--- src/hdl/obj_fip_pkg.sv ---
package obj_fip_pkg;

    localparam int CH_W   = 8;
    localparam int BND_W  = 25;
    localparam int IDX_W  = 24;
    localparam int ACC_W  = 33;
    localparam int PROD_W = ACC_W + 4;

    localparam logic [CH_W-1:0] CH_SLASH = 8'h2F;
    localparam logic [CH_W-1:0] CH_SPACE = 8'h20;
    localparam logic [CH_W-1:0] CH_PLUS  = 8'h2B;
    localparam logic [CH_W-1:0] CH_MINUS = 8'h2D;
    localparam logic [CH_W-1:0] CH_ZERO  = 8'h30;
    localparam logic [CH_W-1:0] CH_NINE  = 8'h39;

    // largest value a part may hold, and the clamp value once it overflows
    localparam logic [ACC_W-1:0] LIMIT32   = 33'h0_FFFF_FFFF;
    localparam logic [ACC_W-1:0] OVERFLOWN = 33'h1_0000_0000;

    // which part of the element is being read
    typedef enum logic [3:0] {
        STAGE_VERTEX   = 4'b0001,
        STAGE_TEXCOORD = 4'b0010,
        STAGE_NORMAL   = 4'b0100,
        STAGE_FAILED   = 4'b1000
    } t_stage;

    // number being collected for the current part
    typedef struct packed {
        logic             negative;
        logic             digits_seen;
        logic             too_large;
        logic [ACC_W-1:0] acc;
    } t_num;

    typedef struct packed {
        t_stage           stage;
        t_num             num;
        logic             number_ended;
        logic             part_empty;
        logic [IDX_W-1:0] held_vertex;
        logic [IDX_W-1:0] held_texcoord;
        logic             texcoord_seen;
        logic             element_complete;
        logic             skip_rest;
    } t_state;

    typedef struct packed {
        logic [IDX_W-1:0] vertex_idx;
        logic [IDX_W-1:0] texcoord_idx;
        logic [IDX_W-1:0] normal_idx;
        logic             has_texcoord;
        logic             bad_format;
        logic             last;
    } t_result;

endpackage

--- src/hdl/obj_fip_index.sv ---
module obj_fip_index (
    input  obj_fip_pkg::t_num               i_num,
    input  logic [obj_fip_pkg::BND_W-1:0]   i_bound,
    output logic                            o_ok,
    output logic [obj_fip_pkg::IDX_W-1:0]   o_idx
);
    import obj_fip_pkg::*;

    logic [ACC_W-1:0] bound_w;
    logic [ACC_W-1:0] acc_m1;
    logic [ACC_W-1:0] from_end;
    logic             base_ok;
    logic             pos_ok;
    logic             neg_ok;

    assign bound_w  = {{(ACC_W-BND_W){1'b0}}, i_bound};
    assign acc_m1   = i_num.acc - ACC_W'(1);
    assign from_end = bound_w - i_num.acc;
    assign base_ok  = i_num.digits_seen && !i_num.too_large && (i_num.acc != '0);
    assign pos_ok   = acc_m1 < bound_w;
    // acc is nonzero here, so bound - acc is always below bound
    assign neg_ok   = i_num.acc <= bound_w;

    always_comb begin
        if (i_num.negative) begin
            o_ok  = base_ok && neg_ok;
            o_idx = from_end[IDX_W-1:0];
        end else begin
            o_ok  = base_ok && pos_ok;
            o_idx = acc_m1[IDX_W-1:0];
        end
    end

endmodule

--- src/hdl/obj_fip_parse.sv ---
module obj_fip_parse (
    input  logic                            i_clk,
    input  logic                            i_rst_n,
    input  logic                            i_step,
    input  logic [obj_fip_pkg::CH_W-1:0]    i_ch,
    input  logic                            i_line_end,
    input  logic [obj_fip_pkg::BND_W-1:0]   i_bound,
    output logic                            o_emit,
    output obj_fip_pkg::t_result            o_result
);
    import obj_fip_pkg::*;

    function automatic t_state part_clear(input t_state s);
        t_state r;
        r                  = s;
        r.num              = '0;
        r.number_ended     = 1'b0;
        r.part_empty       = 1'b1;
        return r;
    endfunction

    function automatic t_state elem_clear(input t_state s);
        t_state r;
        r                  = part_clear(s);
        r.stage            = STAGE_VERTEX;
        r.held_vertex      = '0;
        r.held_texcoord    = '0;
        r.texcoord_seen    = 1'b0;
        r.element_complete = 1'b0;
        return r;
    endfunction

    function automatic logic is_idle(input t_state s);
        return s.skip_rest || s.element_complete || (s.stage == STAGE_FAILED);
    endfunction

    t_state              r_st;
    t_state              n_st;
    t_state              fed;
    t_state              pre;
    t_state              post;
    logic                is_sep;
    logic                is_space;
    logic                is_digit;
    logic                is_sign;
    logic [CH_W-1:0]     dval;
    logic [PROD_W-1:0]   prod;
    logic                idx_ok;
    logic [IDX_W-1:0]    idx;
    logic                good;

    assign is_space = (i_ch == CH_SPACE);
    assign is_sep   = is_space || (i_ch == CH_SLASH);
    assign is_digit = i_ch inside {[CH_ZERO:CH_NINE]};
    assign is_sign  = (i_ch == CH_PLUS) || (i_ch == CH_MINUS);
    assign dval     = i_ch - CH_ZERO;
    // acc * 10 + digit as shift-add
    assign prod     = ({{(PROD_W-ACC_W){1'b0}}, r_st.num.acc} << 3)
                    + ({{(PROD_W-ACC_W){1'b0}}, r_st.num.acc} << 1)
                    + {{(PROD_W-CH_W){1'b0}}, dval};

    // character feed
    always_comb begin
        fed = r_st;
        if (!is_idle(r_st)) begin
            fed.part_empty = 1'b0;
            if (!r_st.number_ended) begin
                if (is_digit) begin
                    if (prod > {{(PROD_W-ACC_W){1'b0}}, LIMIT32}) begin
                        fed.num.too_large = 1'b1;
                        fed.num.acc       = OVERFLOWN;
                    end else begin
                        fed.num.acc       = prod[ACC_W-1:0];
                    end
                    fed.num.digits_seen = 1'b1;
                end else if (r_st.part_empty && is_sign) begin
                    fed.num.negative = (i_ch == CH_MINUS);
                end else begin
                    fed.number_ended = 1'b1;
                end
            end
        end
    end

    // a separator closes the part as it stands; a line end on any other
    // character closes it after that character has been fed
    assign pre = is_sep ? r_st : fed;

    obj_fip_index u_index (
        .i_num   (pre.num),
        .i_bound (i_bound),
        .o_ok    (idx_ok),
        .o_idx   (idx)
    );

    always_comb begin
        post     = pre;
        o_emit   = 1'b0;
        o_result = '0;
        good     = 1'b0;

        // part close
        if ((is_sep || i_line_end) && !is_idle(pre)) begin
            post = part_clear(pre);
            if (pre.part_empty) begin
                if (pre.stage == STAGE_TEXCOORD) begin
                    post.texcoord_seen = 1'b0;
                    post.stage         = STAGE_NORMAL;
                end else begin
                    post.stage         = STAGE_FAILED;
                end
            end else if (!idx_ok) begin
                post.stage = STAGE_FAILED;
            end else begin
                case (pre.stage)
                    STAGE_VERTEX: begin
                        post.held_vertex = idx;
                        post.stage       = STAGE_TEXCOORD;
                    end
                    STAGE_TEXCOORD: begin
                        post.held_texcoord = idx;
                        post.texcoord_seen = 1'b1;
                        post.stage         = STAGE_NORMAL;
                    end
                    STAGE_NORMAL: begin
                        post.num.acc          = {{(ACC_W-IDX_W){1'b0}}, idx};
                        post.element_complete = 1'b1;
                    end
                    default: begin
                        post.stage = STAGE_FAILED;
                    end
                endcase
            end
        end

        // element close
        if ((is_space || i_line_end) && !post.skip_rest) begin
            good                  = post.element_complete;
            o_emit                = 1'b1;
            o_result.vertex_idx   = good ? post.held_vertex : '0;
            o_result.texcoord_idx = (good && post.texcoord_seen) ? post.held_texcoord : '0;
            o_result.normal_idx   = good ? post.num.acc[IDX_W-1:0] : '0;
            o_result.has_texcoord = good && post.texcoord_seen;
            o_result.bad_format   = !good;
            o_result.last         = i_line_end;
            // space in the line-end slot leaves an empty final element
            if (is_space && i_line_end) begin
                o_result            = '0;
                o_result.bad_format = 1'b1;
                o_result.last       = 1'b1;
            end
            post = elem_clear(post);
            if (!good) begin
                post.skip_rest = 1'b1;
            end
        end

        if (i_line_end) begin
            post           = elem_clear(post);
            post.skip_rest = 1'b0;
        end

        n_st = i_step ? post : r_st;
    end

    always_ff @(posedge i_clk) begin
        if (!i_rst_n) begin
            r_st <= elem_clear('0);
        end else begin
            r_st <= n_st;
        end
    end

endmodule

--- src/hdl/obj_face_index_parser.sv ---
// OBJ face index parser.
// Input channel: one character word per cycle (i_ch, i_line_end, i_vertex_total),
// accepted when i_in_valid is high and o_in_stall is low. i_line_end marks the
// last character of a face line; the line end also closes the open element.
// Output channel: one word per finished vertex/texcoord/normal element,
// taken when o_out_valid is high and i_out_stall is low. o_bad_format flags
// a malformed or out-of-range element, after which the line is skipped up to
// its end. o_last marks the word produced on the line-end character.
// Timing: a word accepted into the input register is parsed when the parse step
// runs, and its result is then held in the result register for the output.
// Throughput: one character per cycle unless stalled; the parse step is one
// register stage (input register -> per-character update -> result register).
// Stall: while the result register is full and i_out_stall is high, the parse
// step holds and o_in_stall rises once the input register is occupied.
// Reset (synchronous, i_rst_n low): parser state returns to the start of an
// element, both registers empty.
module obj_face_index_parser #(
    parameter longint unsigned MAX_VERTICES = 16777216
) (
    input  logic                            i_clk,
    input  logic                            i_rst_n,
    input  logic                            i_in_valid,
    output logic                            o_in_stall,
    input  logic [obj_fip_pkg::CH_W-1:0]    i_ch,
    input  logic                            i_line_end,
    input  logic [obj_fip_pkg::BND_W-1:0]   i_vertex_total,
    output logic                            o_out_valid,
    input  logic                            i_out_stall,
    output logic [obj_fip_pkg::IDX_W-1:0]   o_vertex_idx,
    output logic [obj_fip_pkg::IDX_W-1:0]   o_texcoord_idx,
    output logic [obj_fip_pkg::IDX_W-1:0]   o_normal_idx,
    output logic                            o_has_texcoord,
    output logic                            o_bad_format,
    output logic                            o_last
);
    import obj_fip_pkg::*;

    // input register
    logic               r_s1_valid;
    logic               n_s1_valid;
    logic [CH_W-1:0]    r_s1_ch;
    logic               r_s1_le;
    logic [BND_W-1:0]   r_s1_vt;

    // result register
    logic               r_out_valid;
    logic               n_out_valid;
    t_result            r_out;

    logic               out_free;
    logic               step;
    logic               accept_in;
    logic [BND_W-1:0]   bound;
    logic               emit;
    t_result            result;

    assign out_free   = !r_out_valid || !i_out_stall;
    assign step       = r_s1_valid && out_free;
    assign o_in_stall = r_s1_valid && !out_free;
    assign accept_in  = i_in_valid && !o_in_stall;

    // vertex count is clamped to the configured maximum
    assign bound = ({39'd0, r_s1_vt} > MAX_VERTICES) ? MAX_VERTICES[BND_W-1:0] : r_s1_vt;

    obj_fip_parse u_parse (
        .i_clk      (i_clk),
        .i_rst_n    (i_rst_n),
        .i_step     (step),
        .i_ch       (r_s1_ch),
        .i_line_end (r_s1_le),
        .i_bound    (bound),
        .o_emit     (emit),
        .o_result   (result)
    );

    always_comb begin
        n_s1_valid = r_s1_valid;
        if (accept_in) begin
            n_s1_valid = 1'b1;
        end else if (step) begin
            n_s1_valid = 1'b0;
        end
        n_out_valid = r_out_valid;
        if (out_free) begin
            n_out_valid = step && emit;
        end
    end

    always_ff @(posedge i_clk) begin
        if (!i_rst_n) begin
            r_s1_valid  <= 1'b0;
            r_out_valid <= 1'b0;
        end else begin
            r_s1_valid  <= n_s1_valid;
            r_out_valid <= n_out_valid;
        end
    end

    always_ff @(posedge i_clk) begin
        if (accept_in) begin
            r_s1_ch <= i_ch;
            r_s1_le <= i_line_end;
            r_s1_vt <= i_vertex_total;
        end
        if (step && emit) begin
            r_out <= result;
        end
    end

    assign o_out_valid    = r_out_valid;
    assign o_vertex_idx   = r_out.vertex_idx;
    assign o_texcoord_idx = r_out.texcoord_idx;
    assign o_normal_idx   = r_out.normal_idx;
    assign o_has_texcoord = r_out.has_texcoord;
    assign o_bad_format   = r_out.bad_format;
    assign o_last         = r_out.last;

endmodule
--- config.mk ---
export PLATFORM = sky130hd
export DESIGN_NAME = obj_face_index_parser
export DESIGN_NICKNAME = d
export VERILOG_FILES = /design/src/hdl/obj_fip_pkg.sv /design/src/hdl/obj_fip_index.sv /design/src/hdl/obj_fip_parse.sv /design/src/hdl/obj_face_index_parser.sv
export SDC_FILE = /design/constraint.sdc
export NUM_CORES = 1
export LEC_CHECK = 0
export BUFFER_PORTS_ARGS = -buffer_cell sky130_fd_sc_hd__buf_4
export CAP_MARGIN = 20
export CORE_ASPECT_RATIO = 0.9
export CORE_MARGIN = 5
export CORE_UTILIZATION = 53
export CTS_BUF_LIST = sky130_fd_sc_hd__clkbuf_4 sky130_fd_sc_hd__clkbuf_8 sky130_fd_sc_hd__clkbuf_16
export DETAILED_ROUTE_END_ITERATION = 8
export GPL_ROUTABILITY_DRIVEN = 0
export PLACE_DENSITY = 0.73
export SETUP_SLACK_MARGIN = 0.15
export SYNTH_ARGS = -nofsm -noshare
export SYNTH_HDL_FRONTEND = slang
export SYNTH_SLANG_ARGS = --single-unit
--- constraint.sdc ---
create_clock -name i_clk -period 15.2 [get_ports i_clk]
set_input_delay 1.52 -clock i_clk [delete_from_list [all_inputs] [get_ports i_clk]]
set_output_delay 1.52 -clock i_clk [all_outputs]
set_load 0.005 [all_outputs]
==> summary.md <==
| Metric | Value |
|---|---|
| Status | `finished clean` |
| Rows | `58` |
| Sequential area share after synthesis | `34.2%` |
| Worst Setup End Kind | `register` |
| Antenna violations before repair | `1` |
| HPWL after DPL | `between 30000 and 40000 µm` |
| Vias in the first global route | `around 13000` |
| Slew Viols, Final | `0` |
| Delay of the slowest critical-path stage | `650 ps` |
| First-pass GRT wire length | `69400 µm` |
| VDD IR-drop max | `approximately 0.090 mV` |
| Hold Vio Cnt, Final | `0` |
| Hold-fix buffers at CTS | `0` |
| Post-synth EDFFs | `109` |
| Crit share post-route | `between 60 and 70%` |
| Final ANT Viol Nets | `0` |
| Pin count of the biggest net entering global routing | `86` |
| Max clock buf depth | `3` |
| Die H | `170 µm` |
| Setup TNS | `0 ps` |
| Die Area | `32100 µm²` |
| Starting DRT DRC Count | `1580` |
| N_diodes | `0` |
| Finished Core Util | `60.5%` |
| PnR worst setup slack | `approximately 4800 ps` |
| Drt first pass iters | `6` |
| Drt wl/cell | `around 21 µm` |
| DR DRC count | `0` |
| Peak Freq | `95.9 MHz` |
| Leak Pwr | `0.00682 µW` |
| Hold WC Path Type | `reg2reg` |
| Ys Warns | `0` |
| Post-Route Skew | `22.7 ps` |
| CTS tree | `built` |
| Slowest-stage cell, CP | `nand3b_2` |
| Pwr Total | `1250 µW` |
| Root Driver | `clkbuf_16` |
| H-tree depth | `1` |
| Total stage count of the critical path | `39` |
| Global route overflow | `0` |
| Yosys reg bits | `204` |
| Worst Path Arrival | `10750 ps` |
| Buffer count from post-CTS setup fixing | `0` |
| Top cell type's share of synthesized area | `a little over a fifth` |
| Synth cell types | `around 90` |
| Dpl ws | `5030 ps` |
| Worst-Skew Late Latency | `510 ps` |
| Async S/R FF share, synth | `0%` |
| Synth Flop Type | `edfxtp_1` |
| Initial Util | `a little over half` |
| Power density cells | `approximately 74 nW/µm²` |
| Via count | `~14000` |
| Post-route minimum period | `about 10000 ps` |
| Die width | `around 190 µm` |
| Core Area | `~28000 µm²` |
| # port buffers | `between 100 and 150` |
| Setup crit start kind | `register` |
| Share of layout cells above drive strength 1 | `12.3%` |
| I/O pin cnt | `115` |
| GRT Util Overall | `approximately a quarter` |
| Syn nets | `roughly 1900` |
| Total CTS buffers | `21` |
| Via density per instance | `between 6 and 7` |
| Cell Area, Synth | `15100 µm²` |
| Clock-pin slew on the worst setup and hold paths | `~70 ps` |
| Maxcap violations | `0` |
| RSZ-0062 raised after global routing | `false` |
| Min-Delay Path Depth | `1` |
| Clk sinks | `roughly 200` |
| NumNets Final | `roughly 2000` |
| Setup-failing EPs final | `0` |
| Setup CP Type | `reg2reg` |
| Worst slew margin | `roughly 23%` |
| Top area cells in the synthesized netlist | `edfxtp_1, dfxtp_1, ha_1, nand2_1, a21oi_1` |
| R2R cell count | `39` |
| Slew of the pin with the lowest slew margin | `1150 ps` |
| Area growth, synth to finish | `12.1%` |
| Post_cts resized | `0` |
| CP bufs+invs | `4` |
| Yosys top cell by area | `edfxtp_1` |
| Critical Path RT | `about 16000 ps` |
| Routed wire length | `45000 µm` |
| Syn avg cell area | `8.81 µm²` |
| Hold slack | `474 ps` |
| Synthesized netlist cell count | `~1700` |
| Cell family with most CP delay | `compound AO/OA/AOI/OAI gates` |
| CP Max Fanout | `49` |
## kinds of logic after synthesis
family / Yosys count / share of synthesized area [%]
XOR/XNOR: 68 / 3.93
multiplexers: 36 / 2.44
adder cells (fa/ha/maj): 145 / 12.3
AO/OA/AOI/OAI: 517 / 23.9
buffers and inverters: 182 / 5.06
flip-flops: 204 / 34.2
AND/OR/NAND/NOR: 567 / 18.1
## cells in the mapped netlist, types with 44 or more instances
cell type	n
a22oi_1	58
a21oi_1	103
nor2_1	121
inv_1	91
ha_1	138
dfxtp_1	95
o21ai_0	84
nand2_1	205
clkbuf_1	51
xnor2_1	48
edfxtp_1	109
nand3_1	44
## cells in the final DEF (no fill, tap or decap), types with 9 or more instances in the layout
cell and instances:
nand2_1 205, ha_1 138, buf_4 132, nor2_1 120
edfxtp_1 109, a21oi_1 103, dfxtp_1 95, inv_1 90
o21ai_0 84, a22oi_1 58, xnor2_1 48, nand3_1 44
a21o_1 42, a22o_1 40, mux2i_1 29, nor2b_1 26
nor3_1 25, or3_1 23, nand4_1 22, o31ai_1 22
clkbuf_16 21, xor2_1 20, o21a_1 17, a31oi_1 16
a211oi_1 15, nor4_1 15, and3_1 13, or2_2 13
o211ai_1 13, and2_1 12, nand2b_1 10, o31a_1 9
## flip-flops by register name (all words and copies together), names as in the netlist
register,count
o_bad_format,1
o_has_texcoord,1
o_last,1
o_normal_idx,24
o_out_valid,1
o_texcoord_idx,24
o_vertex_idx,24
r_s1_ch,8
r_s1_le,1
r_s1_valid,1
r_s1_vt,25
u_parse.fed,55
u_parse.r_st,38
## final cells by class
cell class,count,area (µm²)
Multi-Input combinational cell,1333,9250
Clock buffer,23,541
Timing Repair Buffer,137,1100
Sequential cell,204,5170
Fill cell,2411,11100
Inverter,92,345
Clock inverter,15,119
Tap cell,360,450
## path summary, 6_finish.rpt
kind / end / slack (ps) / startpoint
setup / recovery: o_texcoord_idx[15] / 4770 / r_s1_ch[4]
hold reg to reg: u_parse.fed[4] / 470 / u_parse.fed[4]
setup reg to reg: o_texcoord_idx[15] / 4770 / r_s1_ch[4]
hold / removal: u_parse.fed[4] / 470 / u_parse.fed[4]
## stage by stage
step,instance area [µm²],instances
floorplan,15100,1719
global placement,16200,2121
detailed placement,16200,2121
CTS,16900,2159
global route,17000,2164
finish,17000,2164
## metal layers
layer | vias up | global-route usage [%] | share of wire, %
li1 | 6509 | - | -
met1 | 6542 | 34.6 | 42
met2 | 652 | 44.0 | 45
met3 | 130 | 6.97 | 9.9
met4 | 2 | 8.10 | 3.1
met5 | - | 0 | 0.029
## where the power goes
part | internal [µW] | total [µW] | switching (µW)
combinational | 58.7 | 150 | 90.8
clock | 277 | 501 | 224
sequential | 592 | 601 | 8.84
total | 928 | 1250 | 323
No activity file was read; power rests on OpenSTA's default activity.
